===== src/design/tlfo_pkg.sv =====
package tlfo_pkg;

  // Sample width of every audio field on the ports.
  localparam int SAMPLE_BITS = 24;
  localparam int S_MAX = (2 ** (SAMPLE_BITS - 1)) - 1;
  localparam int S_MIN = -(2 ** (SAMPLE_BITS - 1));

  // Configuration register map.
  localparam int CFG_IDX_W = 3;
  localparam int CFG_DATA_W = 32;

  typedef enum logic [CFG_IDX_W-1:0] {
    REG_GAIN       = 3'd0,
    REG_DEPTH      = 3'd1,
    REG_WAVE_SHAPE = 3'd2,
    REG_PHASE_STEP = 3'd3,
    REG_FOUR_CH    = 3'd4
  } cfg_reg_e;

  typedef enum logic [1:0] {
    SHAPE_SINE     = 2'd0,
    SHAPE_TRIANGLE = 2'd1,
    SHAPE_SQUARE   = 2'd2,
    SHAPE_SLOPED   = 2'd3
  } shape_e;

  localparam logic [15:0] GAIN_RESET  = 16'd5161;
  localparam logic [15:0] DEPTH_RESET = 16'd32768;
  localparam shape_e      SHAPE_RESET = SHAPE_SQUARE;
  localparam logic [31:0] STEP_RESET  = 32'd178957;

  // Edges of the sloped square wave, as fractions of a full turn in 32 bits.
  localparam logic [31:0] EDGE_FALL = 32'd2061584302;
  localparam logic [31:0] EDGE_RISE = 32'd4209067950;
  localparam int          SLOPE_MUL = 50;

  // Odd sine polynomial in Q30, evaluated by Horner steps from the top.
  localparam logic [31:0] POLY_SEED = 32'd172272;
  localparam logic [31:0] POLY_COEF [4] = '{
    32'd5026995, 32'd85569306, 32'd693598668, 32'd1686629713
  };
  localparam logic [1:0] POLY_LAST = 2'd3;

  typedef struct packed {
    logic signed [SAMPLE_BITS-1:0] left_sample;
    logic signed [SAMPLE_BITS-1:0] right_sample;
  } in_word_t;

  typedef struct packed {
    logic signed [SAMPLE_BITS-1:0] front_left;
    logic signed [SAMPLE_BITS-1:0] front_right;
    logic signed [SAMPLE_BITS-1:0] side_left;
    logic signed [SAMPLE_BITS-1:0] side_right;
    logic                          side_valid;
  } out_word_t;

  // Microcode: operand selects of the shared multiplier, the register that
  // takes the previous product, and the branch of the step.
  typedef enum logic [3:0] {
    A_NONE, A_XL, A_XR, A_FRAC, A_SLOPE, A_K, A_T, A_X, A_P, A_DEPTH, A_FL, A_FR
  } op_a_e;

  typedef enum logic [3:0] {
    B_NONE, B_GAIN, B_SIZE, B_FIFTY, B_REM, B_QUOT, B_RECIP, B_X, B_X2, B_LFO, B_MOD
  } op_b_e;

  typedef enum logic [3:0] {
    W_NONE, W_FL, W_FR, W_K, W_T, W_X, W_XADD, W_X2, W_POLY, W_SINE, W_SHAPE,
    W_M, W_SL, W_SR
  } wr_e;

  typedef enum logic [2:0] {
    J_NEXT, J_ALWAYS, J_TWO_CH, J_NOT_SINE, J_LOOP, J_HOLD
  } jmp_e;

  localparam int PC_W = 5;

  localparam logic [PC_W-1:0] U_GAIN_L = 5'd0;
  localparam logic [PC_W-1:0] U_GAIN_R = 5'd1;
  localparam logic [PC_W-1:0] U_INDEX  = 5'd2;
  localparam logic [PC_W-1:0] U_MIRROR = 5'd3;
  localparam logic [PC_W-1:0] U_REM    = 5'd4;
  localparam logic [PC_W-1:0] U_QUOT   = 5'd5;
  localparam logic [PC_W-1:0] U_RECIP  = 5'd6;
  localparam logic [PC_W-1:0] U_XSUM   = 5'd7;
  localparam logic [PC_W-1:0] U_SQUARE = 5'd8;
  localparam logic [PC_W-1:0] U_X2     = 5'd9;
  localparam logic [PC_W-1:0] U_HORNER = 5'd10;
  localparam logic [PC_W-1:0] U_COEF   = 5'd11;
  localparam logic [PC_W-1:0] U_ODD    = 5'd12;
  localparam logic [PC_W-1:0] U_SINE   = 5'd13;
  localparam logic [PC_W-1:0] U_SHAPE  = 5'd14;
  localparam logic [PC_W-1:0] U_DEPTH  = 5'd15;
  localparam logic [PC_W-1:0] U_MOD    = 5'd16;
  localparam logic [PC_W-1:0] U_SIDE_L = 5'd17;
  localparam logic [PC_W-1:0] U_SIDE_R = 5'd18;
  localparam logic [PC_W-1:0] U_SR     = 5'd19;
  localparam logic [PC_W-1:0] U_DONE   = 5'd20;

  typedef struct packed {
    op_a_e             a;
    op_b_e             b;
    wr_e               wr;
    jmp_e              jmp;
    logic [PC_W-1:0]   target;
  } ucode_t;

  function automatic ucode_t ucode_at(input logic [PC_W-1:0] pc);
    ucode_t uc;
    case (pc)
      U_GAIN_L: uc = '{A_XL,    B_GAIN,  W_NONE,  J_NEXT,     U_DONE};
      U_GAIN_R: uc = '{A_XR,    B_GAIN,  W_FL,    J_NEXT,     U_DONE};
      U_INDEX:  uc = '{A_FRAC,  B_SIZE,  W_FR,    J_TWO_CH,   U_DONE};
      U_MIRROR: uc = '{A_SLOPE, B_FIFTY, W_K,     J_NOT_SINE, U_SHAPE};
      U_REM:    uc = '{A_K,     B_REM,   W_NONE,  J_NEXT,     U_DONE};
      U_QUOT:   uc = '{A_K,     B_QUOT,  W_T,     J_NEXT,     U_DONE};
      U_RECIP:  uc = '{A_T,     B_RECIP, W_X,     J_NEXT,     U_DONE};
      U_XSUM:   uc = '{A_NONE,  B_NONE,  W_XADD,  J_NEXT,     U_DONE};
      U_SQUARE: uc = '{A_X,     B_X,     W_NONE,  J_NEXT,     U_DONE};
      U_X2:     uc = '{A_NONE,  B_NONE,  W_X2,    J_NEXT,     U_DONE};
      U_HORNER: uc = '{A_P,     B_X2,    W_NONE,  J_NEXT,     U_DONE};
      U_COEF:   uc = '{A_NONE,  B_NONE,  W_POLY,  J_LOOP,     U_HORNER};
      U_ODD:    uc = '{A_P,     B_X,     W_NONE,  J_NEXT,     U_DONE};
      U_SINE:   uc = '{A_NONE,  B_NONE,  W_SINE,  J_ALWAYS,   U_DEPTH};
      U_SHAPE:  uc = '{A_NONE,  B_NONE,  W_SHAPE, J_NEXT,     U_DONE};
      U_DEPTH:  uc = '{A_DEPTH, B_LFO,   W_NONE,  J_NEXT,     U_DONE};
      U_MOD:    uc = '{A_NONE,  B_NONE,  W_M,     J_NEXT,     U_DONE};
      U_SIDE_L: uc = '{A_FL,    B_MOD,   W_NONE,  J_NEXT,     U_DONE};
      U_SIDE_R: uc = '{A_FR,    B_MOD,   W_SL,    J_NEXT,     U_DONE};
      U_SR:     uc = '{A_NONE,  B_NONE,  W_SR,    J_NEXT,     U_DONE};
      U_DONE:   uc = '{A_NONE,  B_NONE,  W_NONE,  J_HOLD,     U_DONE};
      default:  uc = '{A_NONE,  B_NONE,  W_NONE,  J_HOLD,     U_DONE};
    endcase
    return uc;
  endfunction

endpackage


===== src/design/tremolo_lfo_gain_stage.sv =====
// Channel   Direction  Handshake                 Payload
// config    in         cfg_we_i                  cfg_idx_i, cfg_wdata_i
// frame     in         in_valid_i / in_stall_o   in_data_i (left, right sample)
// result    out        out_valid_o / out_stall_i out_data_o (front, side, side_valid)
//
// In two-channel mode a frame runs only the gain steps; in four-channel mode the
// sine shape adds the polynomial steps that the other shapes skip. The
// microcode runs every product through one shared 33 x 33 multiplier and
// computes the sine entry from its polynomial at run time, so no table is stored.
// Reset is asynchronous, sets the configuration to its reset values and clears the LFO phase and control.
// A word is taken when idle; the last step waits while the output is stalled.
module tremolo_lfo_gain_stage #(
  parameter int PHASE_BITS       = 32,
  parameter int SINE_TABLE_DEPTH = 256
) (
  input  logic                               clk_i,
  input  logic                               rst_ni,
  input  logic                               cfg_we_i,
  input  logic [tlfo_pkg::CFG_IDX_W-1:0]     cfg_idx_i,
  input  logic [tlfo_pkg::CFG_DATA_W-1:0]    cfg_wdata_i,
  input  logic                               in_valid_i,
  output logic                               in_stall_o,
  input  tlfo_pkg::in_word_t                 in_data_i,
  output logic                               out_valid_o,
  input  logic                               out_stall_i,
  output tlfo_pkg::out_word_t                out_data_o
);
  import tlfo_pkg::*;

  // The sine index k runs from 0 to SINE_TABLE_DEPTH inclusive. The angle
  // x = floor(k * 2^30 / D) is built as k * QC + floor(k * RC / D), and the
  // last quotient uses a reciprocal that is exact for k * RC below 2^24.
  localparam int                 KW    = $clog2(SINE_TABLE_DEPTH + 1);
  localparam longint unsigned    QC    = 64'h4000_0000 / SINE_TABLE_DEPTH;
  localparam longint unsigned    RC    = 64'h4000_0000 % SINE_TABLE_DEPTH;
  localparam longint unsigned    RECIP = (64'd1 << 37) / SINE_TABLE_DEPTH + 64'd1;

  // Configuration registers.
  logic [15:0]           gain_q;
  logic [15:0]           depth_q;
  shape_e                shape_q;
  logic [PHASE_BITS-1:0] step_q;
  logic                  four_ch_q;

  // Sequencer and output control.
  logic [PC_W-1:0]       pc_q, pc_d;
  logic                  busy_q;
  logic [1:0]            cnt_q;
  logic                  out_valid_q;
  out_word_t             out_q;
  logic [PHASE_BITS-1:0] phase_q;

  // Datapath registers.
  logic signed [SAMPLE_BITS-1:0] xl_q, xr_q, fl_q, fr_q, sl_q, sr_q;
  logic [KW-1:0]                 k_q;
  logic [31:0]                   t_q;
  logic [30:0]                   x_q, x2_q;
  logic [31:0]                   p_q;
  logic [15:0]                   lfo_q;
  logic signed [31:0]            m_q;
  logic signed [65:0]            prod_q, prod_d;

  ucode_t                uc;
  logic                  accept;
  logic                  done;
  logic                  take_jump;
  logic [31:0]           p32;
  logic [31:0]           slope_diff;
  logic signed [32:0]    op_a, op_b;
  logic [KW-1:0]         idx;
  logic [31:0]           s_sum;
  logic [16:0]           s_rnd;
  logic [15:0]           s_cap;
  logic [16:0]           sine_hi, sine_lo;
  logic [15:0]           sine_lfo;
  logic [15:0]           shape_lfo;
  logic [15:0]           u;
  logic [16:0]           slope_d;

  // Round half up at bit sh, then clamp to the sample range.
  function automatic logic signed [SAMPLE_BITS-1:0] rnd_sat(
    input logic signed [65:0] v,
    input int                 sh
  );
    logic signed [66:0] sum;
    logic signed [66:0] q;
    sum = 67'(v) + (67'sd1 <<< (sh - 1));
    q   = sum >>> sh;
    if (q > 67'(S_MAX)) begin
      return SAMPLE_BITS'(S_MAX);
    end else if (q < 67'(S_MIN)) begin
      return SAMPLE_BITS'(S_MIN);
    end
    return SAMPLE_BITS'(q);
  endfunction

  assign uc     = ucode_at(pc_q);
  assign accept = in_valid_i && !busy_q;
  assign done   = busy_q && (uc.jmp == J_HOLD) && (!out_valid_q || !out_stall_i);

  assign in_stall_o  = busy_q;
  assign out_valid_o = out_valid_q;
  assign out_data_o  = out_q;

  // The phase as a 32-bit fraction of a turn.
  assign p32        = 32'(phase_q) << (32 - PHASE_BITS);
  assign slope_diff = p32[31] ? (p32 - EDGE_RISE) : (p32 - EDGE_FALL);

  // Shared multiplier operands.
  always_comb begin
    case (uc.a)
      A_XL:    op_a = 33'(xl_q);
      A_XR:    op_a = 33'(xr_q);
      A_FRAC:  op_a = {3'b000, p32[29:0]};
      A_SLOPE: op_a = {1'b0, slope_diff};
      A_K:     op_a = 33'(k_q);
      A_T:     op_a = {1'b0, t_q};
      A_X:     op_a = {2'b00, x_q};
      A_P:     op_a = {1'b0, p_q};
      A_DEPTH: op_a = {17'd0, depth_q};
      A_FL:    op_a = 33'(fl_q);
      A_FR:    op_a = 33'(fr_q);
      default: op_a = '0;
    endcase
  end

  always_comb begin
    case (uc.b)
      B_GAIN:  op_b = {17'd0, gain_q};
      B_SIZE:  op_b = 33'(SINE_TABLE_DEPTH);
      B_FIFTY: op_b = 33'(SLOPE_MUL);
      B_REM:   op_b = 33'(RC);
      B_QUOT:  op_b = 33'(QC);
      B_RECIP: op_b = 33'(RECIP);
      B_X:     op_b = {2'b00, x_q};
      B_X2:    op_b = {2'b00, x2_q};
      B_LFO:   op_b = {17'd0, lfo_q};
      B_MOD:   op_b = 33'(m_q);
      default: op_b = '0;
    endcase
  end

  assign prod_d = op_a * op_b;

  // Quarter-wave index; odd quadrants use the index mirrored.
  assign idx = prod_q[30 +: KW];

  // Sine entry from the polynomial product, rounded to Q1.15 and capped.
  assign s_sum    = prod_q[61:30] + 32'd16384;
  assign s_rnd    = s_sum[31:15];
  assign s_cap    = (s_rnd > 17'd32768) ? 16'd32768 : s_rnd[15:0];
  assign sine_hi  = 17'd32768 + {1'b0, s_cap};
  assign sine_lo  = 17'd32768 - {1'b0, s_cap};
  assign sine_lfo = p32[31] ? sine_lo[16:1] : sine_hi[16:1];

  // Triangle, square and sloped square, the last from the slope product.
  assign u       = p32[31:16];
  assign slope_d = prod_q[33:17];

  always_comb begin
    case (shape_q)
      SHAPE_TRIANGLE: begin
        if (u < 16'd16384) begin
          shape_lfo = 16'd16384 + u;
        end else if (u < 16'd49152) begin
          shape_lfo = 16'd49152 - u;
        end else begin
          shape_lfo = u - 16'd49152;
        end
      end
      SHAPE_SQUARE: begin
        shape_lfo = (u < 16'd32768) ? 16'd32768 : 16'd0;
      end
      SHAPE_SLOPED: begin
        if (p32 < EDGE_FALL) begin
          shape_lfo = 16'd32768;
        end else if (!p32[31]) begin
          shape_lfo = (slope_d >= 17'd32768) ? 16'd0 : 16'(17'd32768 - slope_d);
        end else if (p32 < EDGE_RISE) begin
          shape_lfo = 16'd0;
        end else begin
          shape_lfo = slope_d[15:0];
        end
      end
      default: begin
        shape_lfo = 16'd0;
      end
    endcase
  end

  // Branch of the current step.
  always_comb begin
    case (uc.jmp)
      J_ALWAYS:   take_jump = 1'b1;
      J_TWO_CH:   take_jump = !four_ch_q;
      J_NOT_SINE: take_jump = (shape_q != SHAPE_SINE);
      J_LOOP:     take_jump = (cnt_q != POLY_LAST);
      default:    take_jump = 1'b0;
    endcase
  end

  always_comb begin
    pc_d = pc_q;
    if (accept) begin
      pc_d = U_GAIN_L;
    end else if (busy_q && (uc.jmp != J_HOLD)) begin
      pc_d = take_jump ? uc.target : pc_q + 1'b1;
    end
  end

  // Configuration writes; indexes past the list are ignored.
  always_ff @(posedge clk_i or negedge rst_ni) begin
    if (!rst_ni) begin
      gain_q    <= GAIN_RESET;
      depth_q   <= DEPTH_RESET;
      shape_q   <= SHAPE_RESET;
      step_q    <= STEP_RESET[PHASE_BITS-1:0];
      four_ch_q <= 1'b1;
    end else if (cfg_we_i) begin
      case (cfg_reg_e'(cfg_idx_i))
        REG_GAIN:       gain_q    <= cfg_wdata_i[15:0];
        REG_DEPTH:      depth_q   <= cfg_wdata_i[15:0];
        REG_WAVE_SHAPE: shape_q   <= shape_e'(cfg_wdata_i[1:0]);
        REG_PHASE_STEP: step_q    <= cfg_wdata_i[PHASE_BITS-1:0];
        REG_FOUR_CH:    four_ch_q <= cfg_wdata_i[0];
        default: begin
        end
      endcase
    end
  end

  // Sequencer, phase accumulator and output register control.
  always_ff @(posedge clk_i or negedge rst_ni) begin
    if (!rst_ni) begin
      pc_q        <= U_GAIN_L;
      busy_q      <= 1'b0;
      cnt_q       <= '0;
      out_valid_q <= 1'b0;
      phase_q     <= '0;
    end else begin
      pc_q <= pc_d;
      if (accept) begin
        busy_q <= 1'b1;
        cnt_q  <= '0;
      end else if (done) begin
        busy_q <= 1'b0;
      end
      if (busy_q && (uc.wr == W_POLY)) begin
        cnt_q <= cnt_q + 1'b1;
      end
      if (done) begin
        out_valid_q <= 1'b1;
      end else if (!out_stall_i) begin
        out_valid_q <= 1'b0;
      end
      // The phase moves on only when side outputs are produced.
      if (done && four_ch_q) begin
        phase_q <= phase_q + step_q;
      end
    end
  end

  // Datapath: each step registers a new product and stores the previous one.
  always_ff @(posedge clk_i) begin
    prod_q <= prod_d;
    if (accept) begin
      xl_q <= in_data_i.left_sample;
      xr_q <= in_data_i.right_sample;
      p_q  <= POLY_SEED;
    end else if (busy_q) begin
      case (uc.wr)
        W_FL:    fl_q  <= rnd_sat(prod_q, 13);
        W_FR:    fr_q  <= rnd_sat(prod_q, 13);
        W_K:     k_q   <= p32[30] ? (KW'(SINE_TABLE_DEPTH) - idx) : idx;
        W_T:     t_q   <= prod_q[31:0];
        W_X:     x_q   <= prod_q[30:0];
        W_XADD:  x_q   <= x_q + 31'(prod_q[65:37]);
        W_X2:    x2_q  <= prod_q[60:30];
        W_POLY:  p_q   <= POLY_COEF[cnt_q] - prod_q[61:30];
        W_SINE:  lfo_q <= sine_lfo;
        W_SHAPE: lfo_q <= shape_lfo;
        W_M:     m_q   <= 32'h4000_0000 - prod_q[31:0];
        W_SL:    sl_q  <= rnd_sat(prod_q, 30);
        W_SR:    sr_q  <= rnd_sat(prod_q, 30);
        default: begin
        end
      endcase
    end
    if (done) begin
      out_q.front_left  <= fl_q;
      out_q.front_right <= fr_q;
      out_q.side_left   <= four_ch_q ? sl_q : '0;
      out_q.side_right  <= four_ch_q ? sr_q : '0;
      out_q.side_valid  <= four_ch_q;
    end
  end

endmodule


===== config.mk =====
export PLATFORM = sky130hd
export DESIGN_NAME = tremolo_lfo_gain_stage
export DESIGN_NICKNAME = d
export VERILOG_FILES = /design/src/design/tlfo_pkg.sv /design/src/design/tremolo_lfo_gain_stage.sv
export SDC_FILE = /design/constraint.sdc
export NUM_CORES = 2
export LEC_CHECK = 0
export ABC_AREA = 1
export BUFFER_PORTS_ARGS = -buffer_cell sky130_fd_sc_hd__buf_2
export CAP_MARGIN = 40
export CORE_AREA = 3 3 390 392
export DETAILED_ROUTE_END_ITERATION = 6
export DIE_AREA = 0 0 393 395
export PLACE_DENSITY_LB_ADDON = 0.25
export SYNTH_ARGS = -nofsm -noshare
export SYNTH_HDL_FRONTEND = slang
export SYNTH_SLANG_ARGS = --single-unit
export TNS_END_PERCENT = 10

===== constraint.sdc =====
create_clock -name clk_i -period 10.8 [get_ports clk_i]
set_input_delay 0.54 -clock clk_i [delete_from_list [all_inputs] [get_ports clk_i]]
set_output_delay 0.54 -clock clk_i [all_outputs]
set_load 0.005 [all_outputs]

==> results.sh <==
export IMPL_tightestPinTransition_ps=921.3
export IMPL_cts_sinks=598
export IMPL_rsz0062_at_grt="true"
export IMPL_grt_max_degree=63
export IMPL_grt_pass1_vias=61533
export IMPL_whs_path_depth=1
export IMPL_ff_latch_area_um2=16460
export IMPL_num_fill_cells=14027
export IMPL_grt_pass1_wl_mm=402.1
export IMPL_finalSetupTns_ps=0
export IMPL_hold_viol_final=0
export IMPL_critPathRequiredTime_ps=11360
export IMPL_synthesis_area_um2=74360
export IMPL_die_w_um=393
export IMPL_crit_slowest_cell="inv_2"
export IMPL_setup_viol=0
export IMPL_synth_seq_area_share_pct=22.13
export IMPL_initial_core_util_pct=49.82
export IMPL_rows=142
export IMPL_cts_tree="built"
export IMPL_hold_end="xr_q[13]"
export IMPL_status="finished, final reports clean"
export IMPL_worstSetupPathType="flop to flop"
export IMPL_synthCells=8868
export IMPL_post_drt_wl_per_cell_um=24.40
export IMPL_max_cap_viol_count=0
export IMPL_multi_input_area_um2=47630
export IMPL_io_pins=187
export IMPL_antenna_found_initial=17
export IMPL_synth_net_count=10439
export IMPL_io_buffers=186
export IMPL_ys_warn_count=0
export IMPL_fmax_mhz=95.75
export IMPL_hpwl_mm=221.3
export IMPL_cts_root_buf="clkbuf_16"
export IMPL_vias=61321
export IMPL_crit_fanout=25
export IMPL_final_cell_mix="2,272 x inv_1, 1,963 x nand2_1, 1,149 x fa_1"
export IMPL_area_delta_synth_final_pct=9.322
export IMPL_synth_avg_cell_area_um2=8.385
export IMPL_wirelength_mm=270.9
export IMPL_firstDrtPassIters=7
export IMPL_htreeDepth=3
export IMPL_critPathArrivalTime_ps=11000
export IMPL_die_area_um2=155200
export IMPL_final_common_cell="inv_1"
export IMPL_cp_end_kind="flop"
export IMPL_hold_class="input pin to flop"
export IMPL_gp_congestion=1.032
export IMPL_yosys_area_top_type="fa_1"
export IMPL_cts_buffers_inserted=66
export IMPL_drc_errors=0
export IMPL_synthTopCellsByArea="fa_1 31%, edfxtp_1 16%, inv_1 11%"
export IMPL_finClkSkew_ps=40.72
export IMPL_clockBufferDepth=3
export IMPL_slowest_delay_ps=680
export IMPL_synth_edf_count=392
export IMPL_placedCellCount=10972
export IMPL_async_flop_share_pct=18.06
export IMPL_core_um2=149200
export IMPL_min_period_over_period_pct=96.70
export IMPL_synth_ff_type="edfxtp_1"
export IMPL_r2r_cells=37
export IMPL_ys_ff_latch=598
export IMPL_vias_per_cell=5.523
export IMPL_drive_gt1_share_pct=9.483
export IMPL_drt_initial_drc_count=6335
export IMPL_instances_no_fill=11103
export IMPL_die_height_um=395
export IMPL_regToRegSetupSlack_ps=360
export IMPL_timing_max_transition_violations_final=0
export IMPL_worstHoldStart="in_data_i[13]"
export IMPL_synth_distinct_cells=75
export IMPL_postRouteAntennaNets=0
export IMPL_timing_rr_end="prod_q[36]"
export IMPL_final_area_um2=81290
export IMPL_synth_top_area_share_pct=30.93
export IMPL_maxSlewHeadroom_pct=38.49
export IMPL_layout_min_cycle_time_ps=10440
export IMPL_critPathLaunchType="flop"
export IMPL_grt_usage_pct=35.24
export IMPL_clk_pin_slew_ps=60
export IMPL_fin_nets=10672
export IMPL_placed_cell_area_um2=78900
export IMPL_clk_insertion_delay_late_ps=670
export IMPL_r2r_start="pc_q[0]"
export IMPL_grt_ovfl_total=0
## through the flow
stage                     utilization, %  setup slack [ps]  hold slack (ps)
final                              54.47             356.7            51.30
after global routing               54.46            -19.32            27.71
after CTS                          54.30             285.5            21.02
after detailed placement           52.87             307.3            444.8
after global placement             52.75             317.9            439.2
after floorplan                        -              1718            244.4
## cell families after synthesis
kind of cell,share of synthesized area [%]
flip-flops,22.13
XOR/XNOR,2.827
AND/OR/NAND/NOR,16.41
multiplexers,0.2844
buffers and inverters,14.10
adder cells (fa/ha/maj),36.55
AO/OA/AOI/OAI,7.695
## worst max-delay path by stage
stage	from	endpoint	slack (ps)
finish	pc_q[0]	prod_q[36]	360
global route	pc_q[0]	prod_q[63]	-20
CTS	pc_q[0]	prod_q[59]	290
detailed placement	pc_q[0]	prod_q[59]	310
global placement	pc_q[0]	prod_q[59]	320
floorplan	pc_q[0]	prod_q[64]	1720
## state kept, by name, indices dropped and copies added (netlist names), 9 cells and up
| name | cells |
|---|---|
| p_q | 32 |
| fl_q | 24 |
| out_data_o | 97 |
| lfo_q | 16 |
| prod_q | 66 |
| gain_q | 16 |
| k_q | 9 |
| x2_q | 31 |
| t_q | 32 |
| depth_q | 16 |
| m_q | 32 |
| step_q | 32 |
| p32 | 32 |
| xl_q | 24 |
| sr_q | 24 |
| fr_q | 24 |
| xr_q | 24 |
| sl_q | 24 |
| x_q | 31 |
## critical path, delay by kind of cell, from the launching register on
family	cells	cell delay, ps
buf+inv	12	2420
flops	1	450
compound gates	7	1720
xor+xnor	1	240
simple gates	7	810
fa+ha+maj	10	4710
## timing repair
action,4_1_cts,5_1_grt
gates resized for setup,0,49
setup endpoints to repair,0,22
setup buffers,0,3
hold buffers,1,0
endpoints found under the hold margin,8,0
## Yosys cell counts, drive strengths merged, types with 3 or more instances
cell type and instances:
a211oi 4, a21boi 6, a21o 25, a21oi 248, a221oi 75, a22o 19, a22oi 17, a31oi 41
a32o 4, and2 7, and3 7, buf 225, clkbuf 97, clkinv 5, dfrtp 90, dfstp 18
dfxtp 98, edfxtp 392, fa 1149, ha 334, inv 2337, mux2 17, nand2 1976, nand3 223
nand3b 11, nand4 63, nor2 518, nor3 81, nor3b 9, nor4 18, o211ai 9, o21a 16
o21ai 393, o21bai 16, o221ai 7, o22ai 26, o31ai 6, o41ai 3, or2 24, xnor2 59
xor2 181
## final cells by class
type | count | area share (%)
inverter | 2342 | 10.87
sequential | 598 | 20.25
timing repair buffer | 487 | 4.662
antenna | 6 | 0.01847
clock inverter | 37 | 0.3833
multi-input combinational | 5606 | 58.60
tap | 1944 | 2.992
clock buffer | 83 | 2.226
## routing by layer
metal / GRT usage [%] / share of wire (%) / vias up
met5: 0 / 0.014 / -
met4: 11.03 / 3.8 / 6
met2: 54.40 / 45 / 3007
met1: 50.56 / 42 / 30669
li1: - / - / 27110
met3: 6.361 / 9.3 / 529
Power is left out: the tool's default activity adds up to more than one toggle a clock period on the data nets, which glitch-free logic cannot reach.
